**src/rtl/mmt_pkg.sv**
```systemverilog
package mmt_pkg;

  localparam int OP_W    = 2;
  localparam int IDX4_W  = 4;
  localparam int VALUE_W = 16;
  localparam int SUM_W   = 36;
  localparam int STAT_W  = 2;
  localparam int DIM_W   = 5;
  localparam int CFG_IDX_W = 3;
  localparam int PROD_W  = 2 * VALUE_W;

  localparam int QUEUE_DEPTH = 4;

  localparam logic [OP_W-1:0] OP_WRITE_A = 2'd0;
  localparam logic [OP_W-1:0] OP_WRITE_B = 2'd1;
  localparam logic [OP_W-1:0] OP_COMPUTE = 2'd2;

  localparam logic [STAT_W-1:0] ST_OK       = 2'd0;
  localparam logic [STAT_W-1:0] ST_MISMATCH = 2'd1;
  localparam logic [STAT_W-1:0] ST_RANGE    = 2'd2;

  localparam logic [CFG_IDX_W-1:0] CFG_A_ROWS  = 3'd0;
  localparam logic [CFG_IDX_W-1:0] CFG_A_COLS  = 3'd1;
  localparam logic [CFG_IDX_W-1:0] CFG_B_ROWS  = 3'd2;
  localparam logic [CFG_IDX_W-1:0] CFG_B_COLS  = 3'd3;
  localparam logic [CFG_IDX_W-1:0] CFG_TRANS_A = 3'd4;
  localparam logic [CFG_IDX_W-1:0] CFG_TRANS_B = 3'd5;

  localparam logic [DIM_W-1:0] DIM_RESET = 5'd16;

  typedef enum logic [1:0] {
    JOB_WR_A,
    JOB_WR_B,
    JOB_MAC,
    JOB_ERR
  } job_kind_t;

  typedef struct packed {
    job_kind_t                 kind;
    logic [IDX4_W-1:0]         row;
    logic [IDX4_W-1:0]         col;
    logic signed [VALUE_W-1:0] value;
    logic [STAT_W-1:0]         status;
  } job_t;

  typedef struct packed {
    logic             trans_a;
    logic             trans_b;
    logic [DIM_W-1:0] inner;
  } geom_t;

  typedef enum logic [1:0] {
    BK_IDLE,
    BK_RUN,
    BK_DRAIN,
    BK_DONE
  } back_state_t;

endpackage

```
**src/rtl/mmt_in_if.sv**
```systemverilog
interface mmt_in_if;
  logic                               valid;
  logic                               ready;
  logic [mmt_pkg::OP_W-1:0]           op;
  logic [mmt_pkg::IDX4_W-1:0]         row;
  logic [mmt_pkg::IDX4_W-1:0]         col;
  logic signed [mmt_pkg::VALUE_W-1:0] value;

  modport source (output valid, op, row, col, value, input ready);
  modport sink (input valid, op, row, col, value, output ready);
endinterface

```
**src/rtl/mmt_front.sv**
```systemverilog
module mmt_front #(
  parameter int MAX_DIM = 16
) (
  input  logic                            clk,
  input  logic                            rst,
  input  logic                            cfg_en,
  input  logic [mmt_pkg::CFG_IDX_W-1:0]   cfg_index,
  input  logic [mmt_pkg::DIM_W-1:0]       cfg_data,
  mmt_in_if.sink                          items,
  input  logic                            full,
  output logic                            push,
  output mmt_pkg::job_t                   push_job,
  output mmt_pkg::geom_t                  geom
);

  localparam int EFF_MAX = (MAX_DIM > 31) ? 31 : MAX_DIM;
  localparam logic [mmt_pkg::DIM_W-1:0] DIM_CAP = mmt_pkg::DIM_W'(EFF_MAX);

  logic [mmt_pkg::DIM_W-1:0] a_rows, a_cols, b_rows, b_cols;
  logic                      trans_a, trans_b;

  logic [mmt_pkg::DIM_W-1:0] ar, ac, br, bc;
  logic [mmt_pkg::DIM_W-1:0] inner_a, inner_b, res_rows, res_cols;
  logic [mmt_pkg::DIM_W-1:0] row_x, col_x;
  logic                      keep;

  always_ff @(posedge clk) begin
    if (rst) begin
      a_rows  <= mmt_pkg::DIM_RESET;
      a_cols  <= mmt_pkg::DIM_RESET;
      b_rows  <= mmt_pkg::DIM_RESET;
      b_cols  <= mmt_pkg::DIM_RESET;
      trans_a <= 1'b0;
      trans_b <= 1'b0;
    end else if (cfg_en) begin
      case (cfg_index)
        mmt_pkg::CFG_A_ROWS:  a_rows  <= cfg_data;
        mmt_pkg::CFG_A_COLS:  a_cols  <= cfg_data;
        mmt_pkg::CFG_B_ROWS:  b_rows  <= cfg_data;
        mmt_pkg::CFG_B_COLS:  b_cols  <= cfg_data;
        mmt_pkg::CFG_TRANS_A: trans_a <= cfg_data[0];
        mmt_pkg::CFG_TRANS_B: trans_b <= cfg_data[0];
        default: ;
      endcase
    end
  end

  // Clamp each dimension to the store size, and to at most 31.
  assign ar = (a_rows > DIM_CAP) ? DIM_CAP : a_rows;
  assign ac = (a_cols > DIM_CAP) ? DIM_CAP : a_cols;
  assign br = (b_rows > DIM_CAP) ? DIM_CAP : b_rows;
  assign bc = (b_cols > DIM_CAP) ? DIM_CAP : b_cols;

  assign inner_a  = trans_a ? ar : ac;
  assign inner_b  = trans_b ? bc : br;
  assign res_rows = trans_a ? ac : ar;
  assign res_cols = trans_b ? br : bc;

  assign row_x = {1'b0, items.row};
  assign col_x = {1'b0, items.col};

  always_comb begin
    keep            = 1'b0;
    push_job.kind   = mmt_pkg::JOB_MAC;
    push_job.row    = items.row;
    push_job.col    = items.col;
    push_job.value  = items.value;
    push_job.status = mmt_pkg::ST_OK;
    case (items.op)
      mmt_pkg::OP_WRITE_A: begin
        keep          = (row_x < ar) && (col_x < ac);
        push_job.kind = mmt_pkg::JOB_WR_A;
      end
      mmt_pkg::OP_WRITE_B: begin
        keep          = (row_x < br) && (col_x < bc);
        push_job.kind = mmt_pkg::JOB_WR_B;
      end
      mmt_pkg::OP_COMPUTE: begin
        keep = 1'b1;
        // Mismatch takes precedence over the index check.
        if (inner_a != inner_b) begin
          push_job.kind   = mmt_pkg::JOB_ERR;
          push_job.status = mmt_pkg::ST_MISMATCH;
        end else if ((row_x >= res_rows) || (col_x >= res_cols)) begin
          push_job.kind   = mmt_pkg::JOB_ERR;
          push_job.status = mmt_pkg::ST_RANGE;
        end
      end
      default: keep = 1'b0;
    endcase
  end

  assign items.ready = !full;
  assign push        = items.valid && !full && keep;

  assign geom.trans_a = trans_a;
  assign geom.trans_b = trans_b;
  assign geom.inner   = inner_a;

endmodule

```
**src/flat_wrapper.sv**
```systemverilog
// flat-port wrapper written by rule: the top's interface ports become plain ports
module mmt_front_flat 
#(
  parameter int MAX_DIM = 16
)
  (clk, rst, cfg_en, cfg_index, cfg_data, full, push, push_job, geom, items_valid, items_op, items_row, items_col, items_value, items_ready);
  mmt_in_if items_i ();
  input  logic clk;
  input  logic rst;
  input  logic cfg_en;
  input  logic [mmt_pkg::CFG_IDX_W-1:0] cfg_index;
  input  logic [mmt_pkg::DIM_W-1:0] cfg_data;
  input  logic full;
  output logic push;
  output mmt_pkg::job_t push_job;
  output mmt_pkg::geom_t geom;
  input wire logic [$bits(items_i.valid)-1:0] items_valid;
  input wire logic [$bits(items_i.op)-1:0] items_op;
  input wire logic [$bits(items_i.row)-1:0] items_row;
  input wire logic [$bits(items_i.col)-1:0] items_col;
  input wire logic [$bits(items_i.value)-1:0] items_value;
  output wire logic [$bits(items_i.ready)-1:0] items_ready;
  assign items_i.valid = items_valid;
  assign items_i.op = items_op;
  assign items_i.row = items_row;
  assign items_i.col = items_col;
  assign items_i.value = items_value;
  assign items_ready = items_i.ready;
  mmt_front #(.MAX_DIM(MAX_DIM)) u_core (.clk(clk), .rst(rst), .cfg_en(cfg_en), .cfg_index(cfg_index), .cfg_data(cfg_data), .items(items_i), .full(full), .push(push), .push_job(push_job), .geom(geom));
endmodule
```
**config.mk**
```make
export PLATFORM = sky130hd
export DESIGN_NAME = mmt_front_flat
export DESIGN_NICKNAME = d
export VERILOG_FILES = /design/src/rtl/mmt_pkg.sv /design/src/rtl/mmt_in_if.sv /design/src/rtl/mmt_front.sv /design/src/flat_wrapper.sv
export SDC_FILE = /design/constraint.sdc
export NUM_CORES = 1
export LEC_CHECK = 0
export ABC_AREA = 1
export ABC_CLOCK_PERIOD_IN_PS = 2700
export BUFFER_PORTS_ARGS = -buffer_cell sky130_fd_sc_hd__buf_2
export CAP_MARGIN = 20
export CORE_MARGIN = 2
export CORE_UTILIZATION = 45
export CTS_BUF_LIST = sky130_fd_sc_hd__clkbuf_16
export CTS_CLUSTER_DIAMETER = 80
export DETAILED_ROUTE_END_ITERATION = 8
export PLACE_DENSITY_LB_ADDON = 0.25
export SLEW_MARGIN = 20
export SYNTH_ARGS = -nofsm -noshare
export SYNTH_HDL_FRONTEND = slang
export SYNTH_SLANG_ARGS = --single-unit
export TNS_END_PERCENT = 20
```
**constraint.sdc**
```tcl
create_clock -name clk -period 2.7 [get_ports clk]
set_input_delay 0.27 -clock clk [delete_from_list [all_inputs] [get_ports clk]]
set_output_delay 0.27 -clock clk [all_outputs]
set_load 0.01 [all_outputs]
```
==> out/summary.txt <==
outcome - complete, no violations
most frequent cells in the layout - nand2_1, nor2_1, inv_1, buf_2, o21ai_0
Max Cap Violations - 0
first-pass GRT wire length - 9110 µm
Die Span X - 74.0 µm
total grt overflow - 0
Min-Delay Path Class - input pin to flop
total wire length - 5570 µm
clock-pin slew on the worst setup and hold paths - 0.06 ns
Leakage - 1.25 nW
Final setup viols - 0
largest net degree at the start of global routing - 20
vias per cell - 5.01
worst vdd ir - 0.000258 V
CTS Buffer Depth - 2
syn nets - 417
cts bufs inserted - 3
Post-Synthesis Cells - 358
f_max - 0.402 GHz
Nets - 438
Distinct cells, synth - 29
Fin. Hold Viols - 0
Final Skew - 0 ns
number of diodes - 0
share of layout cells above drive strength 1 - 23.3%
# rows - 25
largest cells by area after synthesis - dfxtp_1, nand2_1, ha_1, buf_4, nor2_1
PwrDens - 361 mW/mm²
Yosys Warn Count - 0
core area - 0.00472 mm²
minimum clock period - 2.49 ns
Tot GR Track Use - 21.2%
TritonCTS clock tree - done
placed cells - 440
kind of critical path - flop to output pin
Seq cells post-synth - 22
Clock Latency Late Sink - 0.25 ns
CTS Root Cell - clkbuf_16
slowest stage cell, crit path - dfxtp_2
startpoint types - flop
Place WS - 0.408 ns
WL/cell - 12.5 µm
met1 Use GR - 28.6%
share of the synthesized area in the top cell type - 20.0%
DRT Pass-1 Iters - 4
critical path peak fanout - 3
required time worst endpoint - 2.43 ns
global-route track usage on met2 - 35.0%
RSZ-0062 raised after global routing - no
hold_buf cts - 0
dominant cell type by area after synthesis - dfxtp_1
Port Buffers - 43
grt peak-use layer - met2
clk sinks - 22
Mapped Area - 0.00220 mm²
I/O pins - 76
Via Count - 2229
period utilization - 92.1%
DR DRC count - 0
H-tree Lvls - 1
number of antenna violations at the first check in global routing - 0
Slew Limit Fails - 0
DIE HEIGHT - 74.0 µm
starting density of the core - 46.6%
WP data arrival - 2.22 ns
setup slack after layout - 0.214 ns
Die ar. - 0.00547 mm²
global-route met3 utilization - 2.85%
Least-Margin Pin Slew - 0.482 ns
antenna violation net count after detailed routing - 0
Slew headroom - 67.9%
cell mode on critical path - nor2_1
HPWL after DPL - 4450 µm
crit-path cells - nor3_2 -> a21oi_1 -> nor2_1 -> inv_1 -> ha_1 -> nand2_1 -> inv_1 -> o21ai_0 -> nand3_1 -> nor2_1 -> nand2_1 -> nand2_1 -> nor2_1 -> nor2_1 -> buf_2
vias in the first global route - 2054
Seq/Total Area, Yosys - 20.0%
starting DRC count in detailed routing - 127
Largest stage delay, worst path - 0.35 ns
reg-to-reg setup timing slack - 1.84 ns
non-filler cells in the finished layout - 445
most common cell after layout, fill and taps aside - nand2_1
Setup TNS - 0 ns
Area Growth Syn to Fin - 9.43%
RD Place Congestion - 0.822
syn_area_per_cell - 6.15 µm²
Setup crit end kind - output pin
[critical path: cells and delay by family (launching register included)]
| kind | cells | cell delay, ns |
|---|---|---|
| and+or+nand+nor | 9 | 0.82 |
| DFF | 1 | 0.35 |
| adders and majority gates | 1 | 0.29 |
| AOI/OAI and AO/OA | 2 | 0.28 |
| buffers and inverters | 3 | 0.22 |
[metal layers]
metal / wire length (µm) / share of wire, %
met2: 2470 / 44
met1: 2630 / 47
met5: 0 / 0
met3: 389 / 7.0
met4: 87 / 1.6
[Yosys cell counts]
cell type and count:
inv_1 47, nand2_4 2, o21ai_4 1, nand3_2 3
nor4_1 2, xnor2_1 1, nand2_1 82, inv_2 4
buf_4 27, nor2_4 1, clkbuf_1 2, a31oi_1 4
a21oi_1 17, o21ai_0 25, o21ai_2 2, nor2_1 54
o21ai_1 2, inv_4 2, nand3_1 17, nand4_1 2
nor3_1 3, buf_6 1, dfxtp_1 22, and3_1 1
nor2_2 4, nand2_2 6, o21bai_1 1, o211ai_1 3
ha_1 20
[stage by stage]
stage / utilization [%] / area [µm²] / hold slack, ns / power, mW
final: 51.0 / 2410 / 0.239 / 0.870
after global routing: 51.0 / 2410 / 0.263 / 0.928
after CTS: 50.3 / 2370 / 0.239 / 0.864
after detailed placement: 48.6 / 2290 / 0.487 / 0.553
after global placement: 48.6 / 2290 / 0.487 / 0.551
after floorplan: - / 2200 / 0.349 / 0.515
[state kept, by name, indices dropped and copies added (netlist names)]
signal and cells:
u_core.a_cols 5, u_core.a_rows 5, u_core.b_cols 5, u_core.b_rows 5, u_core.trans_a 1, u_core.trans_b 1
[cell type report]
| type | instances | area, µm² |
|---|---|---|
| inverter | 53 | 204 |
| clock buffer | 3 | 75.1 |
| tap | 67 | 83.8 |
| sequential | 22 | 445 |
| clock inverter | 1 | 3.75 |
| multi-input combinational | 253 | 1360 |
| timing repair buffer | 46 | 238 |
| fill | 511 | 2310 |
[cell families (layout without fill, tap and decap cells)]
| group | Yosys count | after routing | share of synthesized area, % |
|---|---|---|---|
| DFF | 22 | 22 | 20.0 |
| and+or+nand+nor | 177 | 177 | 34.9 |
| adders and majority gates | 20 | 20 | 11.4 |
| buffers and inverters | 83 | 103 | 19.3 |
| xor gates and xnor gates | 1 | 1 | 0.398 |
| AOI/OAI and AO/OA | 55 | 55 | 14.0 |
[report_power, final]
group	switching [mW]	internal, mW
sequential	0.0137	0.337
combinational	0.128	0.0787
clock	0.115	0.198
[worst paths after layout]
kind / startpoint / depth (start not counted) / end
setup / recovery: u_core.a_rows[1] / 15 / push
hold / removal: rst / 2 / u_core.trans_a
setup reg to reg: u_core.trans_b / 3 / u_core.trans_b
hold reg to reg: u_core.a_cols[0] / 2 / u_core.a_cols[0]
[what timing repair did]
item,4_1_cts,5_1_grt
gates resized for setup,0,16
endpoints found under the setup margin,0,3
buffers inserted,0,1
No activity file was read; power rests on OpenSTA's default activity.
