[config.mk]
export PLATFORM = sky130hd
export DESIGN_NAME = mmt_fifo
export DESIGN_NICKNAME = d
export VERILOG_FILES = /design/src/rtl/mmt_pkg.sv /design/src/rtl/mmt_fifo.sv
export SDC_FILE = /design/constraint.sdc
export NUM_CORES = 1
export LEC_CHECK = 0
export BUFFER_PORTS_ARGS = -buffer_cell sky130_fd_sc_hd__buf_2
export CORE_MARGIN = 1
export CORE_UTILIZATION = 40
export CTS_CLUSTER_SIZE = 20
export DETAILED_ROUTE_END_ITERATION = 10
export GPL_ROUTABILITY_DRIVEN = 0
export HOLD_SLACK_MARGIN = 0.03
export SYNTH_ARGS = -nofsm -noshare
export SYNTH_HDL_FRONTEND = slang
export SYNTH_SLANG_ARGS = --single-unit
[constraint.sdc]
create_clock -name clk -period 1.9 [get_ports clk]
set_clock_uncertainty 0.05 [all_clocks]
set_input_delay 0.19 -clock clk [delete_from_list [all_inputs] [get_ports clk]]
set_output_delay 0.19 -clock clk [all_outputs]
set_load 0.03 [all_outputs]
[src/rtl/mmt_pkg.sv]
package mmt_pkg;

  localparam int OP_W    = 2;
  localparam int IDX4_W  = 4;
  localparam int VALUE_W = 16;
  localparam int SUM_W   = 36;
  localparam int STAT_W  = 2;
  localparam int DIM_W   = 5;
  localparam int CFG_IDX_W = 3;
  localparam int PROD_W  = 2 * VALUE_W;

  localparam int QUEUE_DEPTH = 4;

  localparam logic [OP_W-1:0] OP_WRITE_A = 2'd0;
  localparam logic [OP_W-1:0] OP_WRITE_B = 2'd1;
  localparam logic [OP_W-1:0] OP_COMPUTE = 2'd2;

  localparam logic [STAT_W-1:0] ST_OK       = 2'd0;
  localparam logic [STAT_W-1:0] ST_MISMATCH = 2'd1;
  localparam logic [STAT_W-1:0] ST_RANGE    = 2'd2;

  localparam logic [CFG_IDX_W-1:0] CFG_A_ROWS  = 3'd0;
  localparam logic [CFG_IDX_W-1:0] CFG_A_COLS  = 3'd1;
  localparam logic [CFG_IDX_W-1:0] CFG_B_ROWS  = 3'd2;
  localparam logic [CFG_IDX_W-1:0] CFG_B_COLS  = 3'd3;
  localparam logic [CFG_IDX_W-1:0] CFG_TRANS_A = 3'd4;
  localparam logic [CFG_IDX_W-1:0] CFG_TRANS_B = 3'd5;

  localparam logic [DIM_W-1:0] DIM_RESET = 5'd16;

  typedef enum logic [1:0] {
    JOB_WR_A,
    JOB_WR_B,
    JOB_MAC,
    JOB_ERR
  } job_kind_t;

  typedef struct packed {
    job_kind_t                 kind;
    logic [IDX4_W-1:0]         row;
    logic [IDX4_W-1:0]         col;
    logic signed [VALUE_W-1:0] value;
    logic [STAT_W-1:0]         status;
  } job_t;

  typedef struct packed {
    logic             trans_a;
    logic             trans_b;
    logic [DIM_W-1:0] inner;
  } geom_t;

  typedef enum logic [1:0] {
    BK_IDLE,
    BK_RUN,
    BK_DRAIN,
    BK_DONE
  } back_state_t;

endpackage

[src/rtl/mmt_fifo.sv]
module mmt_fifo (
  input  logic          clk,
  input  logic          rst,
  input  logic          push,
  input  mmt_pkg::job_t push_job,
  output logic          full,
  input  logic          pop,
  output mmt_pkg::job_t head,
  output logic          empty
);

  localparam int DEPTH = mmt_pkg::QUEUE_DEPTH;
  localparam int PW    = (DEPTH > 1) ? $clog2(DEPTH) : 1;
  localparam int CW    = $clog2(DEPTH + 1);
  localparam logic [PW-1:0] LAST = PW'(DEPTH - 1);
  localparam logic [CW-1:0] FULL_COUNT = CW'(DEPTH);

  mmt_pkg::job_t   slots [DEPTH];
  logic [PW-1:0]   wr_ptr, rd_ptr;
  logic [CW-1:0]   count;

  assign full  = (count == FULL_COUNT);
  assign empty = (count == '0);
  assign head  = slots[rd_ptr];

  always_ff @(posedge clk) begin
    if (rst) begin
      wr_ptr <= '0;
      rd_ptr <= '0;
      count  <= '0;
    end else begin
      if (push) begin
        wr_ptr <= (wr_ptr == LAST) ? '0 : wr_ptr + 1'b1;
      end
      if (pop) begin
        rd_ptr <= (rd_ptr == LAST) ? '0 : rd_ptr + 1'b1;
      end
      if (push && !pop) begin
        count <= count + 1'b1;
      end else if (pop && !push) begin
        count <= count - 1'b1;
      end
    end
  end

  always_ff @(posedge clk) begin
    if (push) begin
      slots[wr_ptr] <= push_job;
    end
  end

endmodule

==> results of run 1 <==
through the flow:
step | setup slack [ps] | total power [µW] | util [%] | TNS, ps | cells
finish | -12.81 | 7126 | 56.08 | -75.06 | 455
global route | -90.86 | 7362 | 56.08 | -1859 | 455
CTS | -94.65 | 7220 | 56.83 | -1937 | 460
detailed placement | 192.3 | 3825 | 46.16 | 0 | 391
global placement | 229.1 | 3812 | 46.16 | 0 | 391
floorplan | 211.2 | 3599 | - | 0 | 190
area by class of cell:
type                       count  area share [%]
clock inverter                15           2.897
sequential                   121           57.91
tap                          140           2.857
timing repair buffer          99           14.79
clock buffer                  17           6.937
inverter                       4          0.2448
multi-input combinational     59           14.36
repair_timing:
item / CTS / global route
buffers inserted: 5 / 0
setup endpoints to repair: 28 / 28
gates cloned: 3 / 0
hold buffers: 29 / 0
gates resized for setup: 70 / 8
hold endpoints to repair: 121 / 0
synthesized netlist by cell type:
library cell / count / area share [%]
nor3_1: 1 / 0.11
fa_1: 1 / 0.44
mux4_2: 20 / 9.9
buf_2: 3 / 0.33
xor2_1: 2 / 0.39
a21oi_1: 2 / 0.22
nor3b_1: 2 / 0.33
nor2_1: 7 / 0.58
buf_12: 2 / 0.88
and2_1: 4 / 0.55
dfxtp_1: 9 / 4.0
or3_1: 1 / 0.14
buf_6: 1 / 0.25
mux4_1: 8 / 4.6
mux2i_1: 4 / 0.88
edfxtp_1: 112 / 74
o21ai_0: 1 / 0.11
inv_1: 4 / 0.33
ha_1: 6 / 1.7
flip-flops by register name (all words and copies together) (netlist names), named ones only:
name and cells:
count 3, rd_ptr 2, slots 112, wr_ptr 2
cell families after synthesis:
logic type | Yosys count | share of synthesized area (%)
compound gates | 3 | 0.3313
simple gates | 15 | 1.712
buf+inv | 10 | 1.795
mux | 32 | 15.47
flops | 121 | 78.21
fa+ha+maj | 7 | 2.099
xor+xnor | 2 | 0.3867
how the worst max path moves through the flow:
stage,startpoint,endpoint,slack [ps],cells after the start
floorplan,wr_ptr[0],slots[3][0],210,2
global placement,pop,count[2],230,8
detailed placement,push,count[2],190,7
CTS,flip-flop,head[18],-90,4
global route,flip-flop,head[15],-90,3
finish,flip-flop,head[20],-10,3
metal layers:
layer  GRT usage, %  up-vias  part of all wire (%)
met3          5.606        4                   4.5
li1               -     1018                     -
met4          5.792        0                  0.54
met2          23.33       60                    48
met5              0        -                     0
met1          20.70     1176                    47
report_power, final:
part | internal (µW) | leakage (µW) | switching (µW) | total [µW]
clock | 2060 | 0.000283 | 1120 | 3180
sequential | 3050 | 0.00110 | 55.8 | 3100
combinational | 399 | 0.000779 | 440 | 839
total | 5510 | 0.00217 | 1620 | 7130
critical path, delay by kind of cell, from the launching register on:
kind	cells	cell delay, ps
DFF	1	420
muxes	1	520
buffers and inverters	2	340
==> flow_summary.yaml, run 1 <==
grt:
  grtUsageTotal_pct: 15.50
  grt_pass1_wl_um: 12710
  antenna_found_initial: 0
  grt_max_degree: 29
  grt_overflow: 0
  grt_pass1_vias: 2404
sta:
  fin_crit_sh_pct: 100.7
  worstMarginPinSlew_ps: 797.5
  timing.final.crit_period_ps: 1913
  fin_ws_ps: -12.81
  setup_violations: 12
  holdWs_ps: 91.87
  rsz0062_at_grt: "true"
  max_freq_mhz: 522.8
  drv_slew: 0
  relSlewSlack_pct: 46.83
  final-hold-violation-count: 0
pwr:
  peakVddDrop_uv: 1033
  power.density_mw_per_mm2: 1162
  cellLeakagePower_uw: 0.002166
die:
  die_y_um: 108.4
  initial_core_util_pct: 41.43
  ios: 62
  rows: 38
  core_area_mm2: 0.01094
  dieWidth_um: 108.4
  fp.dieArea_mm2: 0.01176
final_layout:
  final_area_mm2: 0.006132
  diodes: 0
  layout_commonest_cell: "edfxtp_1"
  seqCellArea_mm2: 0.003551
  fillers: 850
  drive_above_1_share_pct: 42.86
  multiInputGateArea_um2: 880.8
  num-nets-final: 341
  final_cell_mix: "edfxtp_1, buf_2, dlygate4sd3_1, buf_6, mux4_2"
  syn2layout_area_growth_pct: 35.35
route:
  routedWlPerCell_um: 17.88
  postRouteAntennaNets: 0
  drcViolationCount: 0
  first_pass_iters: 4
  drtIter0Drc: 93
  routed_wirelength_um: 8136
  detail_route.vias_per_cell: 4.963
  vias: 2258
min_path:
  hp-start: "push"
  hp-class: "input pin to flip-flop"
  hold_path_end: "wr_ptr[0]"
  min_path_cells: 3
synth:
  yosysUniqueCellTypes: 19
  synth-seq-area-share_pct: 78.21
  yosysWarningCount: 0
  syn_inst: 190
  synth_nets: 229
  ys_ff_latch: 121
  synth_area_mm2: 0.004531
  postSynthAreaPerCell_um2: 23.85
clocking:
  clk_latency_ps: 400
  cts_tree: "built"
  cts.sinks: 121
  htree_levels: 4
  numCtsBuffers: 17
  ctsLongestPathBuffers: 2
  clkTransAtPathRegs_ps: 60
  root_buffer: "clkbuf_16"
critical_path:
  r2r_setup_slack_ps: 210
  worstPathCellList: "buf_4 -> mux4_2 -> buf_6"
  max_stage_delay_ps: 520
  arrival_ps: 1670
  rr_endpoint: "slots[2][18]"
  r2r_start: "wr_ptr[0]"
  rr_worst_depth: 3
  criticalPathCategory: "flip-flop to output pin"
  path_max_fanout: 5
  endpoint_kind: "output pin"
  cp-start-kind: "flip-flop"
  crit_path_top_delay_cell: "mux4_2"
  required_ps: 1660
outcome:
  violations: "negative setup slack"
  status: "complete, but fails checks"
placement:
  port_buffers: 61
  dpl_cell_area_mm2: 0.005047
  dp_hpwl_um: 4423
job:
  maxCapViolations: 0
No activity file was read; power rests on OpenSTA's default activity.
==> inputs of run 2 (changes only) <==
--- a/config.mk
+++ b/config.mk
@@ -12,6 +12,7 @@
 export DETAILED_ROUTE_END_ITERATION = 10
 export GPL_ROUTABILITY_DRIVEN = 0
 export HOLD_SLACK_MARGIN = 0.03
+export RECOVER_POWER = 25
 export SYNTH_ARGS = -nofsm -noshare
 export SYNTH_HDL_FRONTEND = slang
 export SYNTH_SLANG_ARGS = --single-unit
==> flow_summary.yaml, run 2 (synthesized netlist as in run 1, its figures left out) <==
placement:
  dp_hpwl_um: 4423
  dpl_cell_area_mm2: 0.005047
  port_buffers: 61
  place_worst_setup_slack_ps: 192.3
  post-place-cells: 391
pwr:
  p_sw_uw: 1617
  p_sw_share_pct: 22.71
  peakVddDrop_uv: 1032
  cellLeakagePower_uw: 0.002125
  p_int_uw: 5504
  power.density_mw_per_mm2: 1165
  power_frac_comb_pct: 11.7
  clkPwrFrac_pct: 44.7
  seqPwrFrac_pct: 43.6
die:
  dieWidth_um: 108.4
  ios: 62
  die_y_um: 108.4
  rows: 38
  core_area_mm2: 0.01094
  initial_core_util_pct: 41.43
  fp.dieArea_mm2: 0.01176
sta:
  rsz0062_at_grt: "true"
  relSlewSlack_pct: 48.84
  drv_slew: 0
  max_freq_mhz: 523.9
  timing.final.crit_period_ps: 1909
  worstMarginPinSlew_ps: 767.4
  setup_violations: 6
  final-hold-violation-count: 0
  fin_ws_ps: -8.670
  fin_crit_sh_pct: 100.5
critical_path:
  required_ps: 1660
  critPathTopFamily: "multiplexers"
  endpoint_kind: "output pin"
  path_max_fanout: 5
  max_stage_delay_ps: 520
  arrival_ps: 1670
  rr_worst_depth: 3
  path_depth: 3
  crit_path_top_delay_cell: "mux4_2"
  crit_buf_inv: 2
  worstPathCellList: "buf_4 -> mux4_2 -> buf_6"
  criticalPathCategory: "flip-flop to output pin"
  cp-start-kind: "flip-flop"
final_layout:
  layout.cells.non_filler: 455
  syn2layout_area_growth_pct: 34.94
  layout_commonest_cell: "edfxtp_1"
  seqCellArea_mm2: 0.003551
  reg_top3: "slots x112, count x3"
  multiInputGateArea_um2: 880.8
  largest_reg_flops: 112
  num-nets-final: 341
  drive_above_1_share_pct: 38.10
  fillers: 853
  final_area_mm2: 0.006113
  final_cell_mix: "edfxtp_1, dlygate4sd3_1, buf_6, mux4_2, buf_2"
  regMostFlops: "slots"
  diodes: 0
route:
  drtIter0Drc: 98
  drcViolationCount: 0
  first_pass_iters: 4
  vias: 2252
  routed_wirelength_um: 8074
  detail_route.vias_per_cell: 4.949
  postRouteAntennaNets: 0
  routedWlPerCell_um: 17.75
outcome:
  violations: "negative setup slack"
  status: "complete, but fails checks"
grt:
  grt_overflow: 0
  grt_pass1_wl_um: 12710
  antenna_found_initial: 0
  grt_pass1_vias: 2404
  grt_max_degree: 29
  grtUsageTotal_pct: 15.50
clocking:
  clkTransAtPathRegs_ps: 60
  htree_levels: 4
  numCtsBuffers: 17
  root_buffer: "clkbuf_16"
  ctsLongestPathBuffers: 2
  cts.sinks: 121
  cts_tree: "built"
  clk_latency_ps: 400
min_path:
  min_path_cells: 3
  hp-class: "input pin to flip-flop"
job:
  maxCapViolations: 0
==> run 2: cell types whose count changed in the layout (fill, tap and decap cells not counted), sizes merged <==
cell | before | now
clkbuf | 17 | 32
buf | 70 | 55
==> run 2: worst reg2reg max path, stage by stage, from the launching register on <==
cell     delay (ps)
dfxtp_1         350
inv_1           100
ha_1            140
and2_2          650
==> run 2: path summary, 6_finish.rpt <==
kind,from,endpoint,slack (ps)
min,push,wr_ptr[0],90
max,flip-flop,head[20],-9
min reg2reg,count[2],count[2],460
max reg2reg,wr_ptr[0],slots[2][18],230
==> run 2: metrics by stage <==
stage          util, %  power, µW  TNS, ps  hold WS (ps)
2_1_floorplan        -       3599        0         209.1
3_3_place_gp     46.16       3812        0         353.2
3_5_place_dp     46.16       3825        0         356.7
4_1_cts          56.83       7220    -1937         85.63
5_1_grt          55.90       7358    -1859         94.50
6_report         55.90       7121   -29.37         93.60
==> run 2: layer usage <==
layer / up-vias / track usage, % / part of all wire, %
met5: - / 0 / 0
met1: 1166 / 20.70 / 46
met2: 64 / 23.33 / 48
li1: 1018 / - / -
met4: 0 / 5.792 / 0.54
met3: 4 / 5.606 / 4.8
==> run 2: layout make-up <==
cell class,instances,area share (%)
timing repair buffer,99,14.53
tap,140,2.865
clock buffer,17,6.959
sequential,121,58.08
inverter,4,0.2456
clock inverter,15,2.906
multi-input combinational,59,14.41
==> run 2: repair_timing <==
item	4_1_cts	5_1_grt
resized for setup	70	8
hold buffers	29	0
setup buffers	5	0
endpoints found under the setup margin	28	28
hold endpoints to repair	121	0
gates cloned	3	0
==> run 2: power groups by stage <==
stage	Clock [µW]	Combinational, µW	Sequential (µW)
floorplan	0	466	3130
global placement	0	664	3150
detailed placement	0	670	3150
CTS	3230	888	3100
global route	3350	893	3120
finish	3180	834	3100
